`config.mk`:
```
export PLATFORM = sky130hd
export DESIGN_NAME = prms_window
export DESIGN_NICKNAME = d
export VERILOG_FILES = /design/src/sv/prms_pkg.sv /design/src/sv/prms_window.sv
export SDC_FILE = /design/constraint.sdc
export NUM_CORES = 1
export LEC_CHECK = 0
export BUFFER_PORTS_ARGS = -buffer_cell sky130_fd_sc_hd__clkbuf_2
export CAP_MARGIN = 10
export CORE_ASPECT_RATIO = 1.4
export CORE_MARGIN = 5
export CORE_UTILIZATION = 55
export DETAILED_ROUTE_END_ITERATION = 12
export PLACE_DENSITY = 0.88
export SLEW_MARGIN = 20
export SYNTH_ARGS = -nofsm -noshare
export SYNTH_HDL_FRONTEND = slang
export SYNTH_SLANG_ARGS = --single-unit
```
`constraint.sdc`:
```
create_clock -name clock -period 7.56 [get_ports clock]
set_input_delay 1.512 -clock clock [delete_from_list [all_inputs] [get_ports clock]]
set_output_delay 1.512 -clock clock [all_outputs]
set_load 0.02 [all_outputs]
```
`src/sv/prms_pkg.sv`:
```
// types and constants shared by the pointer range match scan modules
package prms_pkg;

   localparam int ADDR_W       = 48;
   localparam int INDEX_W      = 6;
   localparam int OFFSET_W     = 20;
   localparam int LIMIT_W      = 16;
   localparam int COUNT_W      = 7;
   localparam int WINDOW_DEPTH = 7;
   localparam int FILL_W       = 3;
   localparam int CSR_INDEX_W  = 3;
   localparam int CSR_DATA_W   = 20;

   // register indexes on the csr port
   localparam logic [CSR_INDEX_W-1:0] CSR_WIDTH_MODE   = 3'd0;
   localparam logic [CSR_INDEX_W-1:0] CSR_ALIGN_CHECK  = 3'd1;
   localparam logic [CSR_INDEX_W-1:0] CSR_OFFSET_SPAN  = 3'd2;
   localparam logic [CSR_INDEX_W-1:0] CSR_RESULT_LIMIT = 3'd3;
   localparam logic [CSR_INDEX_W-1:0] CSR_TARGET_COUNT = 3'd4;

   // request actions
   localparam logic ACTION_LOAD = 1'b0;
   localparam logic ACTION_BYTE = 1'b1;

   // canonical user pointer bounds
   localparam logic [63:0] USER_LOW   = 64'h0000_0000_0001_0000;
   localparam logic [63:0] USER_HIGH4 = 64'h0000_0000_FFFF_FFFF;
   localparam logic [63:0] USER_HIGH8 = 64'h0000_7FFF_FFFF_FFFF;

   // register reset values
   localparam logic [OFFSET_W-1:0] OFFSET_SPAN_RESET  = 20'd4096;
   localparam logic [LIMIT_W-1:0]  RESULT_LIMIT_RESET = 16'd65535;

   typedef struct packed {
      logic               action;
      logic [INDEX_W-1:0] entry_index;
      logic [ADDR_W-1:0]  entry_address;
      logic [7:0]         data_byte;
      logic [ADDR_W-1:0]  byte_address;
      logic               chain_break;
      logic               clear_count;
   } req_type;

   typedef struct packed {
      logic [ADDR_W-1:0]   storage_address;
      logic [INDEX_W-1:0]  entry_match;
      logic [OFFSET_W-1:0] pointer_offset;
      logic                limit_reached;
      logic                last;
   } rsp_type;

   typedef struct packed {
      logic                width_mode;
      logic                align_check;
      logic [OFFSET_W-1:0] offset_span;
      logic [LIMIT_W-1:0]  result_limit;
      logic [COUNT_W-1:0]  target_count;
   } cfg_type;

   // pointer candidate handed from the window to the cells
   typedef struct packed {
      logic [ADDR_W-1:0] value;
      logic [ADDR_W-1:0] upper;
      logic [ADDR_W-1:0] start;
   } cand_type;

   // broadcast from the control to every cell
   typedef struct packed {
      logic              load_en;
      logic [ADDR_W-1:0] load_address;
      logic              compare_en;
      logic [ADDR_W-1:0] value;
      logic [ADDR_W-1:0] upper;
      logic              advance;
      logic              flush;
   } cell_bus_type;

   // neighbor link along the cell row
   typedef struct packed {
      logic prior;   // some lower cell still has a match pending
      logic multi;   // at least two lower cells have matches pending
   } chain_type;

endpackage

```
`src/sv/prms_window.sv`:
```
// byte window assembly and pointer candidate qualification
module prms_window (
   input  logic                  clock,
   input  logic                  reset,
   input  logic                  take,
   input  prms_pkg::req_type     req,
   input  prms_pkg::cfg_type     cfg,
   input  logic                  truncated,
   output logic                  cand_valid,
   output prms_pkg::cand_type    cand
);

   logic [7:0]                  win_ff [prms_pkg::WINDOW_DEPTH];
   logic [7:0]                  win_in [prms_pkg::WINDOW_DEPTH];
   logic [prms_pkg::FILL_W-1:0] fill_ff;
   logic [prms_pkg::FILL_W-1:0] fill_in;
   logic [prms_pkg::FILL_W-1:0] fill_eff;
   logic                        cand_valid_ff;
   logic                        cand_valid_in;
   prms_pkg::cand_type          cand_ff;
   prms_pkg::cand_type          cand_in;
   logic [63:0]                 value64;
   logic                        full;
   logic                        aligned_ok;
   logic                        canonical;

   assign fill_eff = req.chain_break ? '0 : fill_ff;
   assign full     = cfg.width_mode ? (fill_eff == 3'd7) : (fill_eff >= 3'd3);

   // newest byte is the most significant one
   assign value64 = cfg.width_mode ?
      {req.data_byte, win_ff[0], win_ff[1], win_ff[2], win_ff[3], win_ff[4], win_ff[5],
       win_ff[6]} :
      {32'd0, req.data_byte, win_ff[0], win_ff[1], win_ff[2]};

   always_comb begin
      cand_in.value = value64[prms_pkg::ADDR_W-1:0];
      cand_in.start = req.byte_address - (cfg.width_mode ? 48'd7 : 48'd3);
      cand_in.upper = value64[prms_pkg::ADDR_W-1:0] + 48'(cfg.offset_span);
   end

   assign aligned_ok = !cfg.align_check ||
      (cfg.width_mode ? (cand_in.start[2:0] == 3'd0) : (cand_in.start[1:0] == 2'd0));
   assign canonical = (value64 >= prms_pkg::USER_LOW) &&
      (value64 <= (cfg.width_mode ? prms_pkg::USER_HIGH8 : prms_pkg::USER_HIGH4));

   assign cand_valid_in = take && full && !truncated && aligned_ok && canonical;

   always_comb begin
      win_in[0] = req.data_byte;
      for (int k = 1; k < prms_pkg::WINDOW_DEPTH; k++) begin
         win_in[k] = win_ff[k-1];
      end
      fill_in = fill_ff;
      if (take) begin
         fill_in = (fill_eff == 3'd7) ? 3'd7 : fill_eff + 3'd1;
      end
   end

   always_ff @(posedge clock) begin
      if (reset) begin
         fill_ff       <= '0;
         cand_valid_ff <= 1'b0;
      end else begin
         fill_ff       <= fill_in;
         cand_valid_ff <= cand_valid_in;
      end
   end

   always_ff @(posedge clock) begin
      if (take) begin
         win_ff  <= win_in;
         cand_ff <= cand_in;
      end
   end

   assign cand_valid = cand_valid_ff;
   assign cand       = cand_ff;

endmodule

```
==> impl_metrics.py <==
metrics = {
    "outcome": {
        "status": "finished clean",
    },
    "yosys": {
        "synth_area_um2": 9590,
        "ys_seq_area_share_pct": 63.5,
        "synthDistinctLibCells": 61,
        "synth_top_flop_cell": "edfxtp_1",
        "syn_avg_cell_area_um2": 13.2,
        "synth_edf_count": 200,
        "ys_ff_latch": 204,
        "syn_inst": 728,
        "yosys_warnings": 0,
        "synthArstFlopShare_pct": 0,
        "synth_nets": 915,
    },
    "hold_path": {
        "hold_depth": 0,
        "hold_path_class": "flop to flop",
    },
    "die": {
        "die_area_um2": 20200,
        "die_h_um": 166,
        "io_pins": 307,
        "start_util_pct": 55.5,
        "core_area_um2": 17300,
        "rows": 57,
        "die_x_um": 122,
    },
    "critical_path": {
        "worstSetupStartpointType": "input pin",
        "worstPathArrival_ns": 5.03,
        "cp_top_family": "simple AND/OR/NAND/NOR gates",
        "critical-path-max-stage-delay_ns": 0.63,
        "worstPathCellList": "clkbuf_2 > inv_1 > ha_1 > nor4_1 > and4bb_2 > nand3_1 > or2_1 > or4_4 > xnor2_2",
        "cp-end-kind": "flop",
        "cp.required_ns": 7.81,
        "crit_fanout": 37,
        "critical_path_buf_inv_count": 2,
        "worst_path_max_delay_cell": "clkbuf_2",
        "worstRegToRegCells": 9,
        "path_class": "input pin to flop",
        "crit_cells": 9,
    },
    "drt": {
        "met3_length_um": 1960,
        "drt_wl_total_um": 23000,
        "route.vias.total": 6776,
        "dr_wl_met2_um": 12300,
        "wire_per_inst_um": 19.1,
        "drt_iter0_markers": 634,
        "drt-met1-wl_um": 7930,
        "first_pass_iters": 5,
        "ant_nets": 0,
        "highest-signal-layer": "met4",
        "viasPerCell": 5.60,
        "drc_errors": 0,
    },
    "finish": {
        "num-nets-final": 1146,
        "drive_above_1_share_pct": 29.9,
        "syn2layout_area_growth_pct": 21.5,
        "final_cell_mix": "clkbuf_2, edfxtp_1, nand2_1, xor2_1, nor2_1",
        "antenna_cells": 0,
        "stdcell_count": 1209,
        "finish.utilization_pct": 67.5,
        "fillers": 1313,
        "final_common_cell": "clkbuf_2",
    },
    "sta": {
        "final_max_slew_viol_count": 0,
        "finalHoldWorstSlack_ns": 0.438,
        "tightest_slew_ns": 1.05,
        "rsz0062_at_grt": "false",
        "fin_crit_sh_pct": 63.2,
        "relSlewSlack_pct": 30.1,
        "setup_viol": 0,
        "max_freq_mhz": 209,
        "finalHoldViolCount": 0,
        "fin_tns_setup_ns": 0,
        "fin_skew_ns": 0.0126,
        "layout_min_cycle_time_ns": 4.78,
    },
    "cts": {
        "cts_tree": "yes",
        "clock_latency_ns": 0.50,
        "ctsResizeCount": 0,
        "htreeDepth": 1,
        "cts_sinks": 204,
        "root_buffer": "clkbuf_16",
        "cts_setup_buffers": 0,
        "clk_pin_slew_worst_paths_ns": 0.06,
        "hold_buffers": 0,
        "cts_buffers": 21,
        "cts_max_path_buffers": 3,
    },
    "power": {
        "p_leak_uw": 0.00466,
        "peakVddDrop_uv": 188,
        "p_total_uw": 2870,
        "power.density_nw_per_um2": 247,
    },
    "global_routing": {
        "grt_max_degree": 138,
        "gr-total-overflow": 0,
        "antenna_found_initial": 0,
        "grt_use_total_pct": 22.6,
        "grt_pass1_vias": 6894,
        "grt_pass1_wl_um": 35800,
    },
    "run": {
        "drv_cap": 0,
    },
    "place": {
        "dp_hpwl_um": 17400,
        "dp.cells": 1172,
        "port_buffers": 227,
        "routabilityCongestion": 0.900,
    },
}
-- flip-flops by register name (all words and copies together) (netlist names) --
register / count
cand: 144
cand_valid: 1
fill_ff: 3
win_ff: 56
-- synth_stat cells (all sizes together) (3+ instances only) --
cell type,count,area (µm²)
nand2b,5,31.3
a211oi,9,67.6
xnor2,40,358
nor2,44,165
ha,24,300
and3,8,50.1
nor3,20,100
edfxtp,200,6010
o21ai,16,80.1
or4,6,52.6
nor3b,3,22.5
a21boi,3,22.5
dfxtp,4,80.1
nand3,28,140
nor4,23,144
or2,3,18.8
buf,3,18.8
and2,17,106
a21o,11,82.6
mux2i,6,60.1
nand4,12,75.1
mux2,24,270
o21bai,3,22.5
or3,7,48.8
a21oi,31,155
inv,16,60.1
nand3b,6,45.0
xor2,46,403
nor2b,5,31.3
nand2,53,199
clkbuf,19,71.3
-- worst reg2reg max path: stages, from the launching register on --
cell	delay [ns]
edfxtp_1	0.48
mux2_2	0.32
ha_1	0.22
fa_1	0.42
a21o_1	0.21
a311oi_1	0.38
a2bb2oi_1	0.44
nor2_1	0.15
a211o_1	0.27
xor2_1	0.18
-- metrics by stage --
stage,worst slack [ns],cell area [µm²]
floorplan,1.98,9590
global placement,2.29,11000
detailed placement,2.19,11000
CTS,2.70,11600
global route,2.58,11600
finish,2.78,11600
-- worst paths after layout --
kind | slack (ns) | end | startpoint
setup / recovery | 2.78 | cand[43]$_DFFE_PP_ | cfg[44]
hold / removal | 0.44 | win_ff[2]$_DFFE_PP_ | win_ff[10]$_DFFE_PP_
setup reg to reg | 4.21 | cand[66]$_DFFE_PP_ | win_ff[32]$_DFFE_PP_
hold reg to reg | 0.44 | win_ff[2]$_DFFE_PP_ | win_ff[10]$_DFFE_PP_
-- kinds of logic (layout without fill, tap and decap cells) --
| logic type | Yosys count | count (layout) | synth area share (%) |
|---|---|---|---|
| adders and majority gates | 25 | 25 | 3.34 |
| xor gates and xnor gates | 86 | 86 | 7.94 |
| and+or+nand+nor | 246 | 246 | 13.4 |
| buffers and inverters | 38 | 283 | 1.57 |
| muxes | 30 | 30 | 3.45 |
| DFF | 204 | 204 | 63.5 |
| AOI/OAI and AO/OA | 99 | 99 | 6.81 |
-- metal layers --
| metal | vias up | global-route usage [%] |
|---|---|---|
| li1 | 3215 | - |
| met1 | 3171 | 25.2 |
| met2 | 335 | 40.8 |
| met3 | 55 | 5.04 |
| met4 | 0 | 9.56 |
| met5 | - | 0 |
-- cell type report --
class,count,area (µm²),area share (%)
Multi-Input combinational cell,486,3360,28.8
Clock inverter,10,133,1.14
Tap cell,236,295,2.54
Sequential cell,204,6090,52.3
Inverter,16,60.1,0.516
Clock buffer,27,548,4.71
Timing Repair Buffer,230,1170,10.0
-- report_power, final --
part	internal (µW)	leakage [µW]	switching [µW]	total (µW)
registers	1360	0.00200	42.7	1400
clock network	617	0.000325	413	1030
logic	153	0.00233	291	445
total	2130	0.00466	747	2870
(Power assumes the default switching activity.)
