[src/sv/prms_pkg.sv]
// types and constants shared by the pointer range match scan modules
package prms_pkg;

   localparam int ADDR_W       = 48;
   localparam int INDEX_W      = 6;
   localparam int OFFSET_W     = 20;
   localparam int LIMIT_W      = 16;
   localparam int COUNT_W      = 7;
   localparam int WINDOW_DEPTH = 7;
   localparam int FILL_W       = 3;
   localparam int CSR_INDEX_W  = 3;
   localparam int CSR_DATA_W   = 20;

   // register indexes on the csr port
   localparam logic [CSR_INDEX_W-1:0] CSR_WIDTH_MODE   = 3'd0;
   localparam logic [CSR_INDEX_W-1:0] CSR_ALIGN_CHECK  = 3'd1;
   localparam logic [CSR_INDEX_W-1:0] CSR_OFFSET_SPAN  = 3'd2;
   localparam logic [CSR_INDEX_W-1:0] CSR_RESULT_LIMIT = 3'd3;
   localparam logic [CSR_INDEX_W-1:0] CSR_TARGET_COUNT = 3'd4;

   // request actions
   localparam logic ACTION_LOAD = 1'b0;
   localparam logic ACTION_BYTE = 1'b1;

   // canonical user pointer bounds
   localparam logic [63:0] USER_LOW   = 64'h0000_0000_0001_0000;
   localparam logic [63:0] USER_HIGH4 = 64'h0000_0000_FFFF_FFFF;
   localparam logic [63:0] USER_HIGH8 = 64'h0000_7FFF_FFFF_FFFF;

   // register reset values
   localparam logic [OFFSET_W-1:0] OFFSET_SPAN_RESET  = 20'd4096;
   localparam logic [LIMIT_W-1:0]  RESULT_LIMIT_RESET = 16'd65535;

   typedef struct packed {
      logic               action;
      logic [INDEX_W-1:0] entry_index;
      logic [ADDR_W-1:0]  entry_address;
      logic [7:0]         data_byte;
      logic [ADDR_W-1:0]  byte_address;
      logic               chain_break;
      logic               clear_count;
   } req_type;

   typedef struct packed {
      logic [ADDR_W-1:0]   storage_address;
      logic [INDEX_W-1:0]  entry_match;
      logic [OFFSET_W-1:0] pointer_offset;
      logic                limit_reached;
      logic                last;
   } rsp_type;

   typedef struct packed {
      logic                width_mode;
      logic                align_check;
      logic [OFFSET_W-1:0] offset_span;
      logic [LIMIT_W-1:0]  result_limit;
      logic [COUNT_W-1:0]  target_count;
   } cfg_type;

   // pointer candidate handed from the window to the cells
   typedef struct packed {
      logic [ADDR_W-1:0] value;
      logic [ADDR_W-1:0] upper;
      logic [ADDR_W-1:0] start;
   } cand_type;

   // broadcast from the control to every cell
   typedef struct packed {
      logic              load_en;
      logic [ADDR_W-1:0] load_address;
      logic              compare_en;
      logic [ADDR_W-1:0] value;
      logic [ADDR_W-1:0] upper;
      logic              advance;
      logic              flush;
   } cell_bus_type;

   // neighbor link along the cell row
   typedef struct packed {
      logic prior;   // some lower cell still has a match pending
      logic multi;   // at least two lower cells have matches pending
   } chain_type;

endpackage

[src/sv/prms_cell.sv]
// one target table entry with its range compare and pending match bit
module prms_cell (
   input  logic                              clock,
   input  logic                              reset,
   input  prms_pkg::cell_bus_type            bus,
   input  logic                              load_sel,
   input  logic                              active,
   input  prms_pkg::chain_type               chain_in,
   output prms_pkg::chain_type               chain_out,
   output logic                              sel,
   output logic [prms_pkg::OFFSET_W-1:0]     offset_out
);

   logic [prms_pkg::ADDR_W-1:0] entry_ff;
   logic                        pending_ff;
   logic                        pending_in;
   logic                        in_range;

   assign in_range = (entry_ff >= bus.value) && (entry_ff <= bus.upper);
   assign sel      = pending_ff && !chain_in.prior;

   assign chain_out.prior = chain_in.prior | pending_ff;
   assign chain_out.multi = chain_in.multi | (chain_in.prior & pending_ff);

   // low bits of the difference are exact since the offset fits the field
   assign offset_out = sel ?
      (entry_ff[prms_pkg::OFFSET_W-1:0] - bus.value[prms_pkg::OFFSET_W-1:0]) : '0;

   always_comb begin
      pending_in = pending_ff;
      if (bus.compare_en) begin
         pending_in = active && in_range;
      end else if (bus.flush) begin
         pending_in = 1'b0;
      end else if (bus.advance && sel) begin
         pending_in = 1'b0;
      end
   end

   always_ff @(posedge clock) begin
      if (reset) begin
         pending_ff <= 1'b0;
      end else begin
         pending_ff <= pending_in;
      end
   end

   always_ff @(posedge clock) begin
      if (bus.load_en && load_sel) begin
         entry_ff <= bus.load_address;
      end
   end

endmodule

[config.mk]
export PLATFORM = sky130hd
export DESIGN_NAME = prms_cell
export DESIGN_NICKNAME = d
export VERILOG_FILES = /design/src/sv/prms_pkg.sv /design/src/sv/prms_cell.sv
export SDC_FILE = /design/constraint.sdc
export NUM_CORES = 1
export LEC_CHECK = 0
export BUFFER_PORTS_ARGS = -buffer_cell sky130_fd_sc_hd__buf_2
export CAP_MARGIN = 0
export CORE_AREA = 2 2 126 128
export CTS_CLUSTER_DIAMETER = 60
export DETAILED_ROUTE_END_ITERATION = 8
export DIE_AREA = 0 0 128 130
export PLACE_DENSITY = 0.61
export RECOVER_POWER = 25
export SYNTH_ARGS = -nofsm -noshare
export SYNTH_HDL_FRONTEND = slang
export SYNTH_SLANG_ARGS = --single-unit
[constraint.sdc]
create_clock -name clock -period 2.6 [get_ports clock]
set_clock_uncertainty 0.1 [all_clocks]
set_input_delay 0.26 -clock clock [delete_from_list [all_inputs] [get_ports clock]]
set_output_delay 0.26 -clock clock [all_outputs]
set_load 0.03 [all_outputs]
==> out/metrics.yaml, run 1 <==
status: "finished with violations"
violations: "negative setup slack"
num-fill-cells: 1538
synth-simple-area-share_pct: 12.4
synth_compound_area_share_pct: 15.4
cts_root_buf: "clkbuf_16"
drt-pass1-iter-count: 4
mostFrequentLayoutCells: "buf_2 (162), inv_1 (103), ha_1 (90), edfxtp_1 (48), buf_4 (41)"
drc: 0
pwr-share-seq_pct: 37.3
cp-end-kind: "output port"
register_area_sq_mm: 0.00146
drive_above_1_share_pct: 36.9
ys_seq_area_share_pct: 32.7
fp.coreArea_sq_mm: 0.0154
io_buffers: 176
synth-adder-area-share_pct: 27.3
switching_share_pct: 29.7
detail-route-antenna-nets: 0
p_leak_nw: 3.37
die_y_microns: 130
tightest_slew_ns: 0.660
cts_sinks: 49
grt_max_degree: 26
grt_pass1_vias: 4147
via_per_inst: 4.56
period_needed_ns: 3.07
synth_top_family_by_area: "adder cells"
die_area_sq_mm: 0.0166
switching_power_mw: 0.765
dpl_worst_slack_ns: -0.281
synth_edf_count: 48
synth_area_per_cell_sq_um: 9.14
path_clk_slew_ns: 0.08
hpwl_mm: 10.5
ios: 177
start_kind: "flip-flop"
final_net_count: 962
fin_ws_ns: -0.467
cp.required_ns: 2.24
synthCells: 489
worstPathArrival_ns: 2.71
setup_viol: 13
synth_xor_area_share_pct: 2.74
synthArstFlopShare_pct: 0
wl_mm: 12.4
cts_hold_buf: 0
max_freq_mhz: 326
combinationalPowerShare_pct: 32.8
maxSlewHeadroom_pct: 56.0
fin_crit_sh_pct: 118
syn_nets: 740
finalWeightedCongestion: 0.846
ir_drop_v: 0.000250
dr_total_vias: 4127
cts_max_path_buffers: 2
rows: 46
grt_use_total_pct: 15.2
antenna_found_initial: 4
clkPwrFrac_pct: 29.8
htreeDepth: 2
synth_area_sq_mm: 0.00447
insertion_delay_ns: 0.30
initial_core_util_pct: 29.0
p_int_mw: 1.81
synth_cell_types: 46
die_w_microns: 128
hold_viol: 0
drv_slew: 0
crit_type: "flip-flop to output port"
drt_iter0_drc: 99
synth_warnings: 0
grt_first_pass_wirelength_mm: 19.7
cts_tree: "done"
cp_max_fo: 2
wl_per_cell_microns: 13.7
min_path_type: "input port to flip-flop"
final_common_cell: "buf_2"
ys.flop_type: "edfxtp_1"
maxCapViolCount: 0
rsz0062_at_grt: "true"
multiInputGateArea_sq_mm: 0.00282
ys_seq_elements: 49
synth_mux_area_share_pct: 0.224
power_density_mw_per_mm2: 403
whs_ns: 0.0264
numCtsBuffers: 5
syn2layout_area_growth_pct: 43.1
grt_overflow: 0
area by class of cell:
class | instances | area share [%]
Multi-Input combinational cell | 330 | 44.1
Sequential cell | 49 | 22.9
Clock buffer | 5 | 1.96
Tap cell | 192 | 3.76
Timing Repair Buffer | 218 | 20.3
Antenna cell | 2 | 0.0783
Inverter | 107 | 6.28
Clock inverter | 3 | 0.646
metal layers:
layer | GRT usage, % | vias up | wire, microns
met2 | 26.1 | 124 | 5800
met4 | 3.81 | 6 | 125
met1 | 18.9 | 1805 | 5580
li1 | - | 2177 | -
met5 | 0 | - | 38
met3 | 4.26 | 15 | 886
power groups by stage:
stage	sequential [mW]	clock, mW	combinational [mW]
6_report	0.962	0.768	0.845
5_1_grt	0.969	0.826	0.957
3_3_place_gp	0.976	0	0.754
4_1_cts	0.962	0.798	0.826
2_1_floorplan	0.967	0	0.454
3_5_place_dp	0.978	0	0.760
kinds of logic after synthesis:
kind of cell / count (synthesis)
compound gates: 109
fa+ha+maj: 97
xor+xnor: 14
mux: 1
flops: 49
simple gates: 109
buf+inv: 110
critical path: stages, from the launching register on:
cell and delay [ns]:
edfxtp_1 0.39, inv_2 0.10, ha_4 0.14, inv_2 0.03
fa_2 0.34, a21oi_2 0.15, o211ai_1 0.14, a31oi_2 0.24
buf_4 0.16, o21ai_2 0.05, a21o_1 0.16, a21o_1 0.19
mux2i_4 0.19, buf_6 0.14
final timing paths:
| check | slack [ns] | cells past startpoint | startpoint | to |
|---|---|---|---|---|
| worst max register to register | -0.20 | 14 | entry_ff[0] | pending_ff |
| worst max-delay path | -0.47 | 13 | entry_ff[0] | offset_out[12] |
| worst min register to register | 0.75 | 6 | entry_ff[23] | pending_ff |
| worst min-delay path | 0.03 | 1 | bus[106] | entry_ff[7] |
state kept, by name, indices dropped and copies added (netlist names):
signal and cells:
entry_ff 48, pending_ff 1
stage by stage:
stage	power [mW]	cell area, sq um	TNS [ns]	cells	util, %
2_1_floorplan	1.42	4510	-0.123	489	-
4_1_cts	2.59	6310	-4.59	904	40.9
3_3_place_gp	1.73	5890	-1.84	888	38.2
5_1_grt	2.75	6390	-5.77	904	41.4
3_5_place_dp	1.74	5890	-2.13	888	38.2
6_report	2.58	6390	-3.92	906	41.5
cell usage after synthesis (2+ instances only):
| master | count | area, sq um |
|---|---|---|
| a211o_1 | 3 | 26.3 |
| a211oi_1 | 2 | 15.0 |
| a21o_1 | 23 | 173 |
| a21oi_1 | 35 | 175 |
| a221oi_1 | 2 | 17.5 |
| a22oi_1 | 2 | 15.0 |
| a31oi_1 | 6 | 37.5 |
| and2_1 | 2 | 12.5 |
| and3_1 | 2 | 12.5 |
| and4_1 | 3 | 26.3 |
| clkbuf_1 | 3 | 11.3 |
| edfxtp_1 | 48 | 1440 |
| ha_1 | 96 | 1200 |
| inv_1 | 106 | 398 |
| nand2_1 | 25 | 93.8 |
| nand3_1 | 5 | 25.0 |
| nand4_1 | 16 | 100 |
| nor2_1 | 29 | 109 |
| nor2b_1 | 4 | 25.0 |
| nor3_1 | 8 | 40.0 |
| nor4_1 | 6 | 37.5 |
| o211ai_1 | 5 | 37.5 |
| o21a_1 | 2 | 15.0 |
| o21ai_0 | 21 | 105 |
| or4_1 | 2 | 15.0 |
| xnor2_1 | 6 | 52.6 |
| xor2_1 | 8 | 70.1 |
repair_timing:
item | in CTS | in global routing
pin swaps | 24 | 26
hold endpoints to repair | 0 | 0
setup endpoints to repair | 14 | 15
gates resized for setup | 49 | 16
setup buffers | 11 | 6
Power figures use the tool's default switching activity.
==> run 2, diff against run 1 <==
--- a/config.mk
+++ b/config.mk
@@ -7,12 +7,13 @@
 export LEC_CHECK = 0
 export BUFFER_PORTS_ARGS = -buffer_cell sky130_fd_sc_hd__buf_2
 export CAP_MARGIN = 0
-export CORE_AREA = 2 2 126 128
+export CORE_AREA = 3 3 127 129
 export CTS_CLUSTER_DIAMETER = 60
 export DETAILED_ROUTE_END_ITERATION = 8
-export DIE_AREA = 0 0 128 130
+export DIE_AREA = 0 0 130 132
 export PLACE_DENSITY = 0.61
 export RECOVER_POWER = 25
+export SETUP_SLACK_MARGIN = 0.2
 export SYNTH_ARGS = -nofsm -noshare
 export SYNTH_HDL_FRONTEND = slang
 export SYNTH_SLANG_ARGS = --single-unit
==> run 2 against run 1 <==
  * Critical path type unchanged
  * Core utilization up 1.7 points
  * Non-clock buffer count up 9
  * Via count up 0.31%
  * First-iteration DRC count up 21%
  * Sequential share of layout area down 0.52 points
  * Clock power down 9.6%
  * The run still ends with negative setup slack left
  * Worst hold slack worse by 0.0086 ns
  * Setup slack worse by 0.0039 ns
  * Sequential power about the same
  * Combinational power up 8.4%
==> out/metrics.yaml, run 2 (synthesized netlist as in run 1, its figures left out) <==
status: "finished with violations"
violations: "negative setup slack"
drt_iter0_drc: 120  # +21%
fp.coreArea_sq_mm: 0.0151  # -1.8%
path_clk_slew_ns: 0.08  # about the same
initial_core_util_pct: 29.5  # +0.53 points
cp.required_ns: 2.24  # about the same
dr_total_vias: 4140  # +0.31%
r2r_slack_ns: -0.06  # +0.14 ns
diodes: 0  # -2
grt_overflow: 0  # unchanged
hpwl_mm: 10.8  # +2.7%
grt_max_degree: 26  # unchanged
min_path_type: "input port to flip-flop"
worstPathArrival_ns: 2.71  # about the same
setup_viol: 16  # +3
max_freq_mhz: 326  # -0.13%
via_per_inst: 4.55  # about the same
cts_hold_buf: 0  # unchanged
grt_pass1_vias: 4159  # +0.29%
drt-pass1-iter-count: 6  # +2
maxCapViolCount: 0  # unchanged
cp-endpoint: "offset_out[18]"
grt_first_pass_wirelength_mm: 19.8  # +0.56%
fin_crit_sh_pct: 118  # +0.15 points
ios: 177  # unchanged
wl_per_cell_microns: 14.4  # +5.1%
r2r_end: "pending_ff"
die_area_sq_mm: 0.0172  # +3.1%
start_kind: "flip-flop"
fin_ws_ns: -0.471  # -0.00388 ns
hold_viol: 0  # unchanged
insertion_delay_ns: 0.31  # about the same
drc: 0  # unchanged
grt_use_total_pct: 14.7  # -0.50 points
period_needed_ns: 3.07  # +0.00388 ns
wl_mm: 13.1  # +5.5%
total_power_mw: 2.57  # -0.19%
crit_type: "flip-flop to output port"
die_w_microns: 130  # +1.6%
drive_above_1_share_pct: 38.7  # +1.8 points
largest_register_ffs: 48  # unchanged
power_density_mw_per_mm2: 393  # -2.5%
numCtsBuffers: 5  # unchanged
cts_root_buf: "clkbuf_16"
finalWeightedCongestion: 0.803  # -5.1%
p_leak_nw: 3.43  # +1.7%
antenna_found_initial: 4  # unchanged
cp_max_fo: 4  # +2
maxSlewHeadroom_pct: 38.4  # -18 points
cp-end-kind: "output port"
crit_start: "entry_ff[0]"
syn2layout_area_growth_pct: 46.4
rr_startpoint: "entry_ff[0]"
cts_tree: "done"
io_buffers: 176  # unchanged
regMostFlops: "entry_ff"
rows: 45  # -2.2%
cts_sinks: 49  # unchanged
die_y_microns: 132  # +1.5%
reg2regPathDepth: 13  # -1
tightest_slew_ns: 0.901  # +0.241 ns
final_net_count: 971  # +0.94%
detail-route-antenna-nets: 0  # unchanged
cts_max_path_buffers: 2  # unchanged
htreeDepth: 2  # unchanged
drv_slew: 0  # unchanged
fin_cells: 909  # +0.33%
largest_registers: "entry_ff (48), pending_ff (1)"
mostFrequentLayoutCells: "buf_2 (160), inv_1 (103), ha_1 (91), edfxtp_1 (48), buf_4 (42)"
holdPathStages: 1  # unchanged
rsz0062_at_grt: "true"
final_common_cell: "buf_2"
ir_drop_v: 0.000329  # +31%
dp.cells: 881  # -0.79%
-- run 2: cell types whose count changed in the layout (fill, tap and decap cells not counted), sizes merged --
cell and change:
buf +9, diode -2, bufinv -1, inv +1
-- run 2: area by class of cell --
type	count	area (sq um)
flip-flops and latches	49	1460
clock inverters	3	21.3
inverters	107	404
multi-input cells	330	2890
clock buffers	5	125
repair buffers	227	1410
well taps	188	235
fillers	1496	8600
-- run 2: routing by layer --
| metal | vias up | track usage (%) | routed length (microns) |
|---|---|---|---|
| li1 | 2200 | - | - |
| met1 | 1794 | 18.3 | 5810 |
| met2 | 117 | 24.9 | 6300 |
| met3 | 21 | 3.97 | 732 |
| met4 | 8 | 3.81 | 222 |
| met5 | - | 0 | 48 |
-- run 2: critical path, cell delays in order, from the launching register on --
cell      delay [ns]
edfxtp_1        0.34
inv_2           0.05
ha_4            0.15
inv_2           0.05
fa_2            0.21
a21oi_2         0.06
o211ai_1        0.19
a31oi_2         0.16
o211ai_1        0.27
a31oi_2         0.19
or4_4           0.51
nand3_2         0.09
buf_6           0.13
-- run 2: repair_timing --
action / 4_1_cts / 5_1_grt
endpoints found under the setup margin: 17 / 17
buffers inserted: 12 / 8
pin swaps: 18 / 27
resized for setup: 38 / 44
-- run 2: through the flow --
| step | utilization, % | hold WS [ns] | TNS, ns | instance area (sq um) | setup WS [ns] |
|---|---|---|---|---|---|
| after global placement | 39.0 | 0.338 | -1.41 | 5910 | -0.306 |
| after floorplan | - | 0.259 | -0.0511 | 4560 | -0.0200 |
| after CTS | 41.5 | 0.0106 | -5.26 | 6290 | -0.501 |
| after global routing | 43.2 | 0.0119 | -7.29 | 6540 | -0.635 |
| after detailed placement | 39.0 | 0.338 | -1.53 | 5910 | -0.319 |
| final | 43.2 | 0.0178 | -5.07 | 6540 | -0.471 |
-- run 2: worst min path at each step --
stage / from / end / slack, ns
2_1_floorplan: bus[99] / entry_ff[0] / 0.26
3_3_place_gp: bus[138] / entry_ff[39] / 0.34
3_5_place_dp: bus[125] / entry_ff[26] / 0.34
4_1_cts: bus[106] / entry_ff[7] / 0.01
5_1_grt: bus[136] / entry_ff[37] / 0.01
6_report: bus[99] / entry_ff[0] / 0.02
-- run 2: power breakdown --
part	internal, mW	leakage, nW	switching, mW
Combinational	0.471	2.90	0.445
Sequential	0.927	0.459	0.0337
Clock	0.360	0.0702	0.334
Total	1.76	3.43	0.812
==> run 3, diff against run 2 <==
--- a/config.mk
+++ b/config.mk
@@ -14,6 +14,7 @@
 export PLACE_DENSITY = 0.61
 export RECOVER_POWER = 25
 export SETUP_SLACK_MARGIN = 0.2
+export SKIP_LAST_GASP = 1
 export SYNTH_ARGS = -nofsm -noshare
 export SYNTH_HDL_FRONTEND = slang
 export SYNTH_SLANG_ARGS = --single-unit
==> run 3 against run 2 <==
  * The flow still finishes with violations (negative setup slack)
  * Setup slack lost 0.012 ns
  * Worst hold slack is essentially flat
  * Register-to-register slack is essentially flat
  * Sequential share of layout area is essentially flat
  * First-iteration DRC count shrank 19%
  * Total power shrank 0.12%
  * Non-clock buffer count is the same
  * Final cell count is the same
  * Core utilization shrank 0.074 points
  * Flip-flop and latch count is the same
  * Critical path depth shrank 4
==> out/metrics.yaml, run 3 (synthesized netlist as in run 1, its figures left out) <==
ios: 177  # unchanged
syn2layout_area_growth_pct: 46.1
cts_tree: "done"
period_needed_ns: 3.08  # +0.0123 ns
rr_startpoint: "entry_ff[0]"
diodes: 0  # unchanged
violations: "negative setup slack"
fin_cells: 909  # unchanged
rows: 45  # unchanged
wl_mm: 13.1  # -0.13%
grt_max_degree: 26  # unchanged
cp-end-kind: "output port"
setup_viol: 16  # unchanged
drt_iter0_drc: 97  # -19%
fp.coreArea_sq_mm: 0.0151  # unchanged
dpl_worst_slack_ns: -0.319  # unchanged
finalWeightedCongestion: 0.803  # unchanged
mostFrequentLayoutCells: "buf_2 (160), inv_1 (103), ha_1 (91), edfxtp_1 (48), buf_4 (44)"
rsz0062_at_grt: "true"
maxCapViolCount: 0  # unchanged
whs_ns: 0.0177  # -0.0000696 ns
min_path_type: "input port to flip-flop"
cts_sinks: 49  # unchanged
cts_hold_buf: 0  # unchanged
multiInputGateArea_sq_mm: 0.00289  # unchanged
fin_ws_ns: -0.484  # -0.0123 ns
drive_above_1_share_pct: 38.7  # unchanged
worstPathArrival_ns: 2.72  # about the same
fin_crit_sh_pct: 119  # +0.47 points
p_leak_nw: 3.42  # -0.10%
wl_per_cell_microns: 14.4  # -0.13%
power_density_mw_per_mm2: 393  # about the same
largest_registers: "entry_ff (48), pending_ff (1)"
tightest_slew_ns: 0.919  # +0.0176 ns
die_area_sq_mm: 0.0172  # unchanged
cts_max_path_buffers: 2  # unchanged
largest_register_ffs: 48  # unchanged
regMostFlops: "entry_ff"
via_per_inst: 4.55  # -0.14%
cts_root_buf: "clkbuf_16"
maxSlewHeadroom_pct: 37.2  # -1.2 points
grt_overflow: 0  # unchanged
detail-route-antenna-nets: 0  # unchanged
worstHoldStart: "bus[99]"
grt_pass1_vias: 4162  # +0.072%
insertion_delay_ns: 0.31  # about the same
initial_core_util_pct: 29.5  # unchanged
drt-pass1-iter-count: 6  # unchanged
htreeDepth: 2  # unchanged
cp_max_fo: 3  # -1
drc: 0  # unchanged
status: "finished with violations"
io_buffers: 176  # unchanged
drv_slew: 0  # unchanged
path_clk_slew_ns: 0.08  # about the same
max_freq_mhz: 324  # -0.40%
start_kind: "flip-flop"
crit_type: "flip-flop to output port"
final_common_cell: "buf_2"
hpwl_mm: 10.8  # unchanged
crit_start: "entry_ff[6]"
die_y_microns: 132  # unchanged
dr_total_vias: 4134  # -0.14%
grt_use_total_pct: 14.7  # about the same
register_area_sq_mm: 0.00146  # unchanged
hold_viol: 0  # unchanged
ir_drop_v: 0.000329  # about the same
dp.cells: 881  # unchanged
grt_first_pass_wirelength_mm: 19.8  # about the same
die_w_microns: 130  # unchanged
num-fill-cells: 1499  # +0.20%
antenna_found_initial: 4  # unchanged
numCtsBuffers: 5  # unchanged
final_net_count: 971  # unchanged
cp.required_ns: 2.24  # about the same
==> run 3: critical path: stages (launching register included) <==
cell      delay [ns]
edfxtp_1        0.41
ha_1            0.36
nand4_1         0.23
a21oi_4         0.24
o41ai_4         0.09
o21a_1          0.21
a211o_1         0.30
a311o_2         0.38
clkbuf_4        0.18
==> run 3: layer usage <==
layer  routed length, microns  track usage, %  part of all wire [%]  up-vias
li1                         -               -                     -     2201
met1                     5790            18.3                    44     1787
met2                     6290            25.0                    48      117
met3                      756            3.97                   5.8       21
met4                      219            3.81                   1.7        8
met5                       40               0                  0.31        -
==> run 3: per-stage QoR <==
stage | area [sq um] | total power [mW] | util [%] | setup TNS, ns
after floorplan | 4560 | 1.44 | - | -0.0511
after global placement | 5910 | 1.74 | 39.0 | -1.41
after detailed placement | 5910 | 1.75 | 39.0 | -1.53
after CTS | 6290 | 2.52 | 41.5 | -5.29
after global routing | 6530 | 2.74 | 43.1 | -7.37
final | 6530 | 2.57 | 43.1 | -5.14
==> run 3: worst paths after layout <==
path	to	slack, ns	cells after the start
setup / recovery	offset_out[19]	-0.48	8
hold / removal	entry_ff[0]	0.02	1
setup reg to reg	pending_ff	-0.06	13
hold reg to reg	pending_ff	0.77	6
==> run 3: cell type report <==
class | count | area share [%]
clock buffers | 5 | 1.92
clock inverters | 3 | 0.326
inverters | 107 | 6.19
multi-input cells | 330 | 44.2
flip-flops and latches | 49 | 22.4
well taps | 188 | 3.60
repair buffers | 227 | 21.4
==> run 3: repair_timing <==
action / in CTS / in global routing
endpoints found under the setup margin: 17 / 17
resized for setup: 36 / 43
pin swaps: 18 / 27
buffers inserted: 12 / 8
hold endpoints to repair: 0 / 0
==> run 3: power by group <==
part           internal [mW]  switching (mW)
Combinational          0.468           0.444
Sequential             0.927          0.0337
Clock                  0.360           0.335
